==> src/rtl/pcmst_pkg.sv <==
`timescale 1ns / 1ps
`default_nettype none

package pcmst_pkg;

    // field widths
    localparam int unsigned SampleW  = 16;
    localparam int unsigned ThreshW  = 15;
    localparam int unsigned PadW     = 12;
    localparam int unsigned ScanW    = 16;
    localparam int unsigned CountW   = 20;
    localparam int unsigned LeadW    = 16;
    localparam int unsigned CfgIdxW  = 2;
    localparam int unsigned CfgDataW = 16;

    // largest count the 20-bit length field can hold
    localparam int unsigned CountFieldMax = 1048575;

    // register indexes of the configuration port
    localparam logic [CfgIdxW-1:0] CfgThreshold = 2'd0;
    localparam logic [CfgIdxW-1:0] CfgKeepPad   = 2'd1;
    localparam logic [CfgIdxW-1:0] CfgLeadScan  = 2'd2;

    // register values after reset
    localparam logic [ThreshW-1:0] ThresholdReset = 15'd2;
    localparam logic [PadW-1:0]    KeepPadReset   = 12'd441;
    localparam logic [ScanW-1:0]   LeadScanReset  = 16'd22050;

    // summary of one finished clip, handed from the scan to the bounds stage
    typedef struct packed {
        logic [CountW-1:0] clip_len;
        logic              sound_found;
        logic [LeadW-1:0]  first_sound;
        logic [CountW-1:0] sound_end;
    } clip_sum_t;

endpackage

`default_nettype wire

==> src/rtl/pcmst_scan.sv <==
`timescale 1ns / 1ps
`default_nettype none

module pcmst_scan #(
    parameter int unsigned COUNT_CAP = 1048575
) (
    input  wire                              aclk,
    input  wire                              aresetn,
    input  wire  [pcmst_pkg::ThreshW-1:0]    threshold,
    input  wire  [pcmst_pkg::ScanW-1:0]      lead_scan,
    input  wire                              item_valid,
    input  wire  signed [pcmst_pkg::SampleW-1:0] item_sample,
    input  wire                              item_last,
    output logic                             item_ready,
    output logic                             sum_valid,
    output pcmst_pkg::clip_sum_t             sum,
    input  wire                              sum_ready
);

    localparam logic [pcmst_pkg::CountW-1:0] CapValue = pcmst_pkg::CountW'(COUNT_CAP);

    logic [pcmst_pkg::CountW-1:0] count_reg, count_next;
    logic                         found_reg, found_next;
    logic [pcmst_pkg::LeadW-1:0]  first_reg, first_next;
    logic [pcmst_pkg::CountW-1:0] end_reg, end_next;
    logic                         sum_valid_reg;
    pcmst_pkg::clip_sum_t         sum_reg, sum_next;

    logic [pcmst_pkg::SampleW:0]  magnitude;
    logic                         loud;
    logic                         take;
    logic                         sum_free;

    // magnitude of the sample, most negative value gives 32768
    always_comb begin
        if (item_sample[pcmst_pkg::SampleW-1]) begin
            magnitude = (pcmst_pkg::SampleW+1)'(1 << pcmst_pkg::SampleW)
                      - {1'b0, item_sample};
        end else begin
            magnitude = {1'b0, item_sample};
        end
    end

    assign loud = magnitude >= (pcmst_pkg::SampleW+1)'(threshold);

    // a final sample needs room in the summary register
    assign sum_free   = !sum_valid_reg || sum_ready;
    assign item_ready = !item_last || sum_free;
    assign take       = item_valid && item_ready;

    // clip bookkeeping for the sample being taken
    always_comb begin
        count_next = (count_reg < CapValue) ? count_reg + 1'b1 : CapValue;
        found_next = found_reg;
        first_next = first_reg;
        end_next   = end_reg;
        if (loud) begin
            if (!found_reg && count_reg < pcmst_pkg::CountW'(lead_scan)) begin
                found_next = 1'b1;
                first_next = count_reg[pcmst_pkg::LeadW-1:0];
            end
            end_next = count_next;
        end
        sum_next.clip_len    = count_next;
        sum_next.sound_found = found_next;
        sum_next.first_sound = first_next;
        sum_next.sound_end   = end_next;
    end

    // clip state, cleared after each final sample
    always_ff @(posedge aclk) begin
        if (!aresetn) begin
            count_reg <= '0;
            found_reg <= 1'b0;
            first_reg <= '0;
            end_reg   <= '0;
        end else if (take) begin
            if (item_last) begin
                count_reg <= '0;
                found_reg <= 1'b0;
                first_reg <= '0;
                end_reg   <= '0;
            end else begin
                count_reg <= count_next;
                found_reg <= found_next;
                first_reg <= first_next;
                end_reg   <= end_next;
            end
        end
    end

    // summary register
    always_ff @(posedge aclk) begin
        if (!aresetn) begin
            sum_valid_reg <= 1'b0;
        end else if (take && item_last) begin
            sum_valid_reg <= 1'b1;
        end else if (sum_ready) begin
            sum_valid_reg <= 1'b0;
        end
    end

    always_ff @(posedge aclk) begin
        if (take && item_last) begin
            sum_reg <= sum_next;
        end
    end

    assign sum_valid = sum_valid_reg;
    assign sum       = sum_reg;

    // last loud position never runs past the sample count
    a_end_within_count: assert property (@(posedge aclk) disable iff (!aresetn)
        end_reg <= count_reg)
        else $error("sound end beyond sample count");

    // first sound index stays clear until sound is found
    a_first_clear: assert property (@(posedge aclk) disable iff (!aresetn)
        !found_reg |-> (first_reg == '0))
        else $error("first sound index set without sound");

    // a final sample taken shows up as a summary in the next cycle
    a_sum_follows: assert property (@(posedge aclk) disable iff (!aresetn)
        (take && item_last) |=> sum_valid_reg)
        else $error("final sample lost");

endmodule

`default_nettype wire

==> src/rtl/pcmst_bounds.sv <==
`timescale 1ns / 1ps
`default_nettype none

module pcmst_bounds (
    input  wire                           aclk,
    input  wire                           aresetn,
    input  wire  [pcmst_pkg::PadW-1:0]    keep_pad,
    input  wire  [pcmst_pkg::ScanW-1:0]   lead_scan,
    input  wire                           sum_valid,
    input  pcmst_pkg::clip_sum_t          sum,
    output logic                          sum_ready,
    output logic                          res_valid,
    output logic [pcmst_pkg::LeadW-1:0]   res_lead,
    output logic [pcmst_pkg::CountW-1:0]  res_keep,
    output logic [pcmst_pkg::CountW-1:0]  res_len,
    input  wire                           res_ready
);

    logic                          valid_reg;
    logic [pcmst_pkg::LeadW-1:0]   lead_reg, lead_next;
    logic [pcmst_pkg::CountW-1:0]  keep_reg, keep_next;
    logic [pcmst_pkg::CountW-1:0]  len_reg;
    logic [pcmst_pkg::CountW-1:0]  start;
    logic [pcmst_pkg::CountW-1:0]  pad_ext;
    logic [pcmst_pkg::CountW:0]    end_padded;
    logic                          long_clip;

    assign pad_ext    = pcmst_pkg::CountW'(keep_pad);
    assign long_clip  = sum.clip_len >= {pad_ext[pcmst_pkg::CountW-2:0], 1'b0};
    assign end_padded = {1'b0, sum.sound_end} + {1'b0, pad_ext};

    // leading and trailing bounds of the finished clip
    always_comb begin
        if (sum.sound_found) begin
            start = pcmst_pkg::CountW'(sum.first_sound);
        end else if (sum.clip_len < pcmst_pkg::CountW'(lead_scan)) begin
            start = sum.clip_len;
        end else begin
            start = pcmst_pkg::CountW'(lead_scan);
        end

        lead_next = '0;
        keep_next = sum.clip_len;
        if (long_clip) begin
            if (start != '0 && start < sum.clip_len && start > pad_ext) begin
                lead_next = pcmst_pkg::LeadW'(start - pad_ext);
            end
            if (sum.sound_end != sum.clip_len &&
                end_padded < {1'b0, sum.clip_len}) begin
                keep_next = end_padded[pcmst_pkg::CountW-1:0];
            end
        end
    end

    assign sum_ready = !valid_reg || res_ready;

    // result register
    always_ff @(posedge aclk) begin
        if (!aresetn) begin
            valid_reg <= 1'b0;
        end else if (sum_ready) begin
            valid_reg <= sum_valid;
        end
    end

    always_ff @(posedge aclk) begin
        if (sum_ready && sum_valid) begin
            lead_reg <= lead_next;
            keep_reg <= keep_next;
            len_reg  <= sum.clip_len;
        end
    end

    assign res_valid = valid_reg;
    assign res_lead  = lead_reg;
    assign res_keep  = keep_reg;
    assign res_len   = len_reg;

    // kept length never exceeds the clip
    a_keep_in_clip: assert property (@(posedge aclk) disable iff (!aresetn)
        valid_reg |-> (keep_reg <= len_reg))
        else $error("tail keep beyond clip length");

    // leading drop stays inside the clip
    a_lead_in_clip: assert property (@(posedge aclk) disable iff (!aresetn)
        valid_reg |-> (pcmst_pkg::CountW'(lead_reg) < len_reg))
        else $error("lead drop beyond clip length");

endmodule

`default_nettype wire

==> src/rtl/pcm_silence_trim_bounds_unit.sv <==
`timescale 1ns / 1ps
`default_nettype none

// channel  dir  handshake            payload
// s_       in   s_tvalid/s_tready    s_tdata = sample, s_tlast = last sample of clip
// m_       out  m_tvalid/m_tready    m_tdata = lead_drop, tail_keep, clip_length
// cfg_     in   cfg_valid/cfg_ready  cfg_index, cfg_data (always ready)
//
// one sample per cycle while no stall holds the input; input register, scan stage, result register
// a clip's bounds are registered in the summary register, then in the result register, after its final sample is taken
// only a final sample waits on a full summary stage; other samples keep flowing
// synchronous active-low reset restores the configuration registers, clears the valid flags and clears clip state
// s_tready is the chain of register-free checks from m_tready back; cfg_ready is tied high

module pcm_silence_trim_bounds_unit #(
    parameter int unsigned MAX_CLIP_SAMPLES = 1048575
) (
    input  wire         aclk,
    input  wire         aresetn,
    input  wire         s_tvalid,
    output logic        s_tready,
    input  wire  [15:0] s_tdata,   // [15:0] sample
    input  wire         s_tlast,
    output logic        m_tvalid,
    input  wire         m_tready,
    output logic [55:0] m_tdata,   // [15:0] lead_drop, [35:16] tail_keep, [55:36] clip_length
    input  wire         cfg_valid,
    output logic        cfg_ready,
    input  wire  [pcmst_pkg::CfgIdxW-1:0]  cfg_index,
    input  wire  [pcmst_pkg::CfgDataW-1:0] cfg_data
);

    localparam int unsigned CountCap =
        (MAX_CLIP_SAMPLES < pcmst_pkg::CountFieldMax) ? MAX_CLIP_SAMPLES
                                                      : pcmst_pkg::CountFieldMax;

    logic [pcmst_pkg::ThreshW-1:0] thresh_reg;
    logic [pcmst_pkg::PadW-1:0]    pad_reg;
    logic [pcmst_pkg::ScanW-1:0]   scan_reg;

    logic                          in_valid_reg;
    logic signed [pcmst_pkg::SampleW-1:0] in_sample_reg;
    logic                          in_last_reg;
    logic                          in_ready;

    logic                          sum_valid;
    logic                          sum_ready;
    pcmst_pkg::clip_sum_t          sum;

    logic [pcmst_pkg::LeadW-1:0]   res_lead;
    logic [pcmst_pkg::CountW-1:0]  res_keep;
    logic [pcmst_pkg::CountW-1:0]  res_len;

    // configuration registers
    assign cfg_ready = 1'b1;

    always_ff @(posedge aclk) begin
        if (!aresetn) begin
            thresh_reg <= pcmst_pkg::ThresholdReset;
            pad_reg    <= pcmst_pkg::KeepPadReset;
            scan_reg   <= pcmst_pkg::LeadScanReset;
        end else if (cfg_valid) begin
            unique case (cfg_index)
                pcmst_pkg::CfgThreshold: thresh_reg <= cfg_data[pcmst_pkg::ThreshW-1:0];
                pcmst_pkg::CfgKeepPad:   pad_reg    <= cfg_data[pcmst_pkg::PadW-1:0];
                pcmst_pkg::CfgLeadScan:  scan_reg   <= cfg_data[pcmst_pkg::ScanW-1:0];
                default: ;
            endcase
        end
    end

    // input register
    assign s_tready = !in_valid_reg || in_ready;

    always_ff @(posedge aclk) begin
        if (!aresetn) begin
            in_valid_reg <= 1'b0;
        end else if (s_tready) begin
            in_valid_reg <= s_tvalid;
        end
    end

    always_ff @(posedge aclk) begin
        if (s_tready && s_tvalid) begin
            in_sample_reg <= s_tdata;
            in_last_reg   <= s_tlast;
        end
    end

    // sample scan and clip state
    pcmst_scan #(
        .COUNT_CAP (CountCap)
    ) u_scan (
        .aclk        (aclk),
        .aresetn     (aresetn),
        .threshold   (thresh_reg),
        .lead_scan   (scan_reg),
        .item_valid  (in_valid_reg),
        .item_sample (in_sample_reg),
        .item_last   (in_last_reg),
        .item_ready  (in_ready),
        .sum_valid   (sum_valid),
        .sum         (sum),
        .sum_ready   (sum_ready)
    );

    // trim bounds and result register
    pcmst_bounds u_bounds (
        .aclk      (aclk),
        .aresetn   (aresetn),
        .keep_pad  (pad_reg),
        .lead_scan (scan_reg),
        .sum_valid (sum_valid),
        .sum       (sum),
        .sum_ready (sum_ready),
        .res_valid (m_tvalid),
        .res_lead  (res_lead),
        .res_keep  (res_keep),
        .res_len   (res_len),
        .res_ready (m_tready)
    );

    assign m_tdata = {res_len, res_keep, res_lead};

endmodule

`default_nettype wire

==> config.mk <==
export PLATFORM = sky130hd
export DESIGN_NAME = pcm_silence_trim_bounds_unit
export DESIGN_NICKNAME = d
export VERILOG_FILES = /design/src/rtl/pcmst_pkg.sv /design/src/rtl/pcmst_scan.sv /design/src/rtl/pcmst_bounds.sv /design/src/rtl/pcm_silence_trim_bounds_unit.sv
export SDC_FILE = /design/constraint.sdc
export NUM_CORES = 1
export LEC_CHECK = 0
export ABC_AREA = 1
export BUFFER_PORTS_ARGS = -buffer_cell sky130_fd_sc_hd__buf_2
export CAP_MARGIN = 20
export CORE_ASPECT_RATIO = 1.1
export CORE_UTILIZATION = 61
export DETAILED_ROUTE_END_ITERATION = 8
export GPL_TIMING_DRIVEN = 0
export HOLD_SLACK_MARGIN = 0.06
export PLACE_DENSITY_LB_ADDON = 0.1
export SLEW_MARGIN = 20
export SYNTH_ARGS = -nofsm -noshare
export SYNTH_HDL_FRONTEND = slang
export SYNTH_SLANG_ARGS = --single-unit
==> constraint.sdc <==
create_clock -name aclk -period 4.86 [get_ports aclk]
set_input_delay 0.972 -clock aclk [delete_from_list [all_inputs] [get_ports aclk]]
set_output_delay 0.972 -clock aclk [all_outputs]
set_load 0.005 [all_outputs]
# After elaboration in Yosys (flattened, before gate mapping)
# Cells that the tools add are included.
# classes
eq_ne	3
reduce_logical	24
mux	17
magnitude_cmp	8
add_sub_neg	4
# ops
operator	n
$mux 20	8
$mux 16	3
$lt 20x16->1	2
$add 20x12->21	1
$lt 21x20->1	1
$add 20x1->20 const B	1
$ge 20x13->1	1
$gt 20x12->1	1
$lt 20x20->1	1
$lt 20x20->1 const B	1
$ne 20x20->1	1
$reduce_bool 20->1	1
$ge 17x15->1	1
$mux 17	1
$sub 17x16->17 const A	1
$sub 16x12->16	1
$logic_and 1x1->1	8
$reduce_and 2->1	4
$logic_not 1->1	5
$mux 1	5
$logic_or 1x1->1	4
$eq 2x1->1 const B	1
$eq 2x2->1 const B	1
$logic_not 2->1	1
$reduce_bool 2->1	1
# word_totals
word_cells	75
ff_bits	233
inputBits	40

# Depth between registers and ports, before layout
# depth
ltp_word	7
mapped_depth	30
depth_no_buf	28

# By module
# A second synthesis with hierarchy kept.
# hier_totals
cells_unflattened	1865
area_unflattened_um2	14741.6
# modules_own_cells
module	area_per_inst_um2	instances	cells_per_inst
pcmst_scan	6503.7	1	829
pcmst_bounds	5828.1	1	755
pcm_silence_trim_bounds_unit	2409.8	1	281

# Worst setup path after synthesis
# No wires, ideal clock.
# synth_timing
path_type	input-to-reg
from	input port m_tready
to	register u_bounds.keep_reg (netlist bit u_bounds.res_keep[0]), enable pin
cell_stages	2
required_ns	4.389
arrival_time_ns	3.382
setup_slack_ns	1.007
path_buffers	0
cell_sequence	nor2_1 -> nor2_1
# synth_between
elab_chain_cells	2
# synth_lines
item	line_no	text
start, declared	pcm_silence_trim_bounds_unit.sv:25	input wire m_tready,
$logic_or 1x1->1	pcmst_bounds.sv:55	assign sum_ready = !valid_reg || res_ready;
$logic_and 1x1->1	pcmst_bounds.sv:67	if (sum_ready && sum_valid) begin
end signal, assigned	pcmst_bounds.sv:69	keep_reg <= keep_next;
end, declared	pcmst_bounds.sv:21	logic [pcmst_pkg::CountW-1:0] keep_reg, keep_next;
# No other way between the ends.
# A chain may end at the register's enable or synchronous reset.

# Worst setup path after layout
# layout_timing
from	register u_scan.sum_reg (netlist bit u_scan.sum[46])
to	register u_bounds.lead_reg (netlist bit u_bounds.res_lead[6]) (data pin)
# layout_between
elab_chain_cells	7
word_cells_on_any_way	11
cone_classes	1 x add/sub; 4 x order compare; 2 x mux; 4 x reduce/logical
# layout_lines
item	line_no	text
start, declared	pcmst_scan.sv:27	pcmst_pkg::clip_sum_t sum_reg, sum_next;
start signal, assigned	pcmst_scan.sv:105	sum_reg <= sum_next;
$lt 20x16->1	pcmst_bounds.sv:36	end else if (sum.clip_len < pcmst_pkg::CountW'(lead_scan)) begin
$mux 20	pcmst_bounds.sv:36	
$mux 20	pcmst_bounds.sv:34	if (sum.sound_found) begin
$lt 20x20->1 / $reduce_bool 20->1 (equally long branches)	pcmst_bounds.sv:45	if (start != '0 && start < sum.clip_len && start > pad_ext) begin
$logic_and 1x1->1 (2 in series)	pcmst_bounds.sv:45	
$reduce_and 2->1 (no source line)	-	
end signal, assigned	pcmst_bounds.sv:68	lead_reg <= lead_next;
end, declared	pcmst_bounds.sv:20	logic [pcmst_pkg::LeadW-1:0] lead_reg, lead_next;
# Parallel ways exist; a longest one is shown, timed or not.

==> results.cfg <==
[status]
status = finished clean

[global_routing]
grt_max_degree = 59
grt.total_usage = 0.322
grt_pass1_wl_um = 59000
antenna_found_initial = 0
grt_pass1_vias = 11355
grt_overflow = 0

[synthesis]
async_flop_share = 0
ys_seq_elements = 233
synth_seq_area_share = 0.428
synth_warnings = 0
synth_flop_cell = edfxtp_1
synth_cells = 1700
yosysUniqueCellTypes = 50
synth.largest_area_cell = edfxtp_1
synth-edff-count = 130
netlist_area_um2 = 13900
yosysTopAreaCellShare = 0.280
synth_area_leaders = edfxtp_1 (28%), dfxtp_1 (15%), nand2_1 (11%), ha_1 (11%), a21oi_1 (5.6%)
synth_area_per_cell_um2 = 8.19

[clock_tree]
cts_hold_buf = 0
cts.sinks = 233
htreeDepth = 1
path_clk_slew_ns = 0.06
cts_tree = yes
cts_setup_buffers = 0
cts_root_buf = clkbuf_16
clock_latency_ns = 0.53
post_cts_resized = 0
clockBufferDepth = 3
numCtsBuffers = 24

[route]
drtPass1Iterations = 6
antenna_left = 0
wl_per_cell_um = 17.5
drt_iter0_markers = 917
drc = 0
avgViaCountPerCell = 5.62
vias = 12032
finalWirelength_um = 37500

[finish]
diodes = 0
layout_commonest_cell = nand2_1
largest_register_ffs = 57
drive_gt1_frac = 0.112
syn2layout_area_growth_pct = 12.6
fin_nets = 1990
layout_common_cells = nand2_1 (417), inv_1 (182), a21oi_1 (156), edfxtp_1 (130), ha_1 (121)

[power]
max-vdd-ir-drop_v = 0.000325
switching_share = 0.262
p_comb_frac = 0.152
internal_power_mw = 3.60
clkPwrFrac = 0.400
power_density_nw_per_um2 = 311
p_switching_mw = 1.28
power_frac_seq = 0.448
cellLeakagePower_nw = 6.96

[floorplan]
fp.dieW_um = 146
coreArea_um2 = 22300
start_util = 0.626
die_area_um2 = 23400
ios = 99
rows = 57
die_h_um = 160

[setup_path]
end_kind = register
cpPeakStageDelay_ns = 0.65
required_ns = 5.25
crit_path_top_delay_cell = edfxtp_1
critical_path_class = register to register
arrival_ns = 4.84
cpMostUsedCell = nand2_1
path_max_fanout = 10
cp-start-kind = register

[timing]
setup_violations = 0
fin_tns_setup_ns = 0
min_period_over_period = 0.917
period_minus_slack_ns = 4.45
skew_ns = 0.0173
holdWs_ns = 0.460
report.final.slew_viol_count = 0
timing.slew.headroom = 0.478
hold_viol = 0
worst_pin_slew_ns = 0.781
rsz0062_at_grt = no
max_freq_ghz = 0.224

[place]
portBuffers = 96
dp_hpwl_um = 28800
gp_congestion = 1.00

[flow_run]
maxCapViolations = 0

[min_path]
hold_class = register to register
-- layout make-up --
class,count,area (µm²)
Clock inverter,10,129
Multi-Input combinational cell,1219,6990
Buffer,57,269
Clock buffer,34,721
Timing Repair Buffer,98,512
Inverter,194,731
Tap cell,295,369
Sequential cell,233,5970
Fill cell,1829,6570
-- worst paths after layout --
path / from / end / slack (ns) / depth (start not counted)
worst min register to register: u_scan.end_reg[17] / u_scan.end_reg[17] / 0.46 / 2
worst min-delay path: u_scan.end_reg[17] / u_scan.end_reg[17] / 0.46 / 2
worst max-delay path: u_scan.sum[46] / u_bounds.res_lead[6] / 0.41 / 27
worst max register to register: u_scan.sum[46] / u_bounds.res_lead[6] / 0.41 / 27
-- stage by stage --
step | instances | utilization | power, mW | cell area, µm² | setup WS [ns]
after floorplan | 1703 | - | 2.74 | 13900 | 1.01
after global placement | 2094 | 0.665 | 2.93 | 14800 | 0.0695
after detailed placement | 2096 | 0.667 | 2.95 | 14800 | 0.551
after CTS | 2140 | 0.705 | 4.89 | 15700 | 0.511
after global routing | 2140 | 0.705 | 5.07 | 15700 | 0.0336
final | 2140 | 0.705 | 4.88 | 15700 | 0.406
-- critical path: cells and delay by family, from the launching register on --
kind                       cells  cell delay, ns
DFF                            1            0.65
buffers and inverters          5            0.61
and+or+nand+nor               15            1.53
AOI/OAI and AO/OA              5            0.73
adders and majority gates      2            0.82
-- power groups by stage --
stage | sequential, mW | clock (mW) | combinational, mW
finish | 2.19 | 1.95 | 0.742
global placement | 2.23 | 0 | 0.701
floorplan | 2.21 | 0 | 0.526
detailed placement | 2.23 | 0 | 0.727
CTS | 2.18 | 1.97 | 0.733
global route | 2.19 | 2.05 | 0.831
-- cells by family after synthesis --
family / Yosys count / synth area share
other cells: 2 / 0.000539
simple gates: 750 / 0.237
xor+xnor: 74 / 0.0465
compound gates: 267 / 0.104
buf+inv: 251 / 0.0716
fa+ha+maj: 123 / 0.112
flops: 233 / 0.428
-- synth_stat cells, types with 4 or more instances --
| cell type | count |
|---|---|
| nor2_2 | 13 |
| dfxtp_1 | 103 |
| xnor2_1 | 28 |
| nor3_1 | 20 |
| nand2_2 | 5 |
| ha_1 | 121 |
| nand3b_1 | 21 |
| nand4_1 | 16 |
| o211ai_1 | 16 |
| buf_2 | 10 |
| clkbuf_1 | 31 |
| o21ai_0 | 68 |
| nor4_1 | 6 |
| xor2_1 | 46 |
| nand3_1 | 115 |
| nand2_1 | 417 |
| a21oi_1 | 156 |
| and2_1 | 20 |
| edfxtp_1 | 130 |
| buf_4 | 5 |
| inv_1 | 183 |
| buf_1 | 9 |
| inv_2 | 9 |
| a21o_1 | 4 |
| or2_2 | 13 |
| nor2_1 | 97 |
-- layer usage --
layer / GRT usage / wire length, µm / vias up
li1: - / - / 5917
met1: 0.416 / 15500 / 5522
met2: 0.535 / 17300 / 483
met3: 0.0409 / 2710 / 110
met4: 0.163 / 1970 / 0
met5: 0 / 0 / -
(Power assumes the default switching activity.)
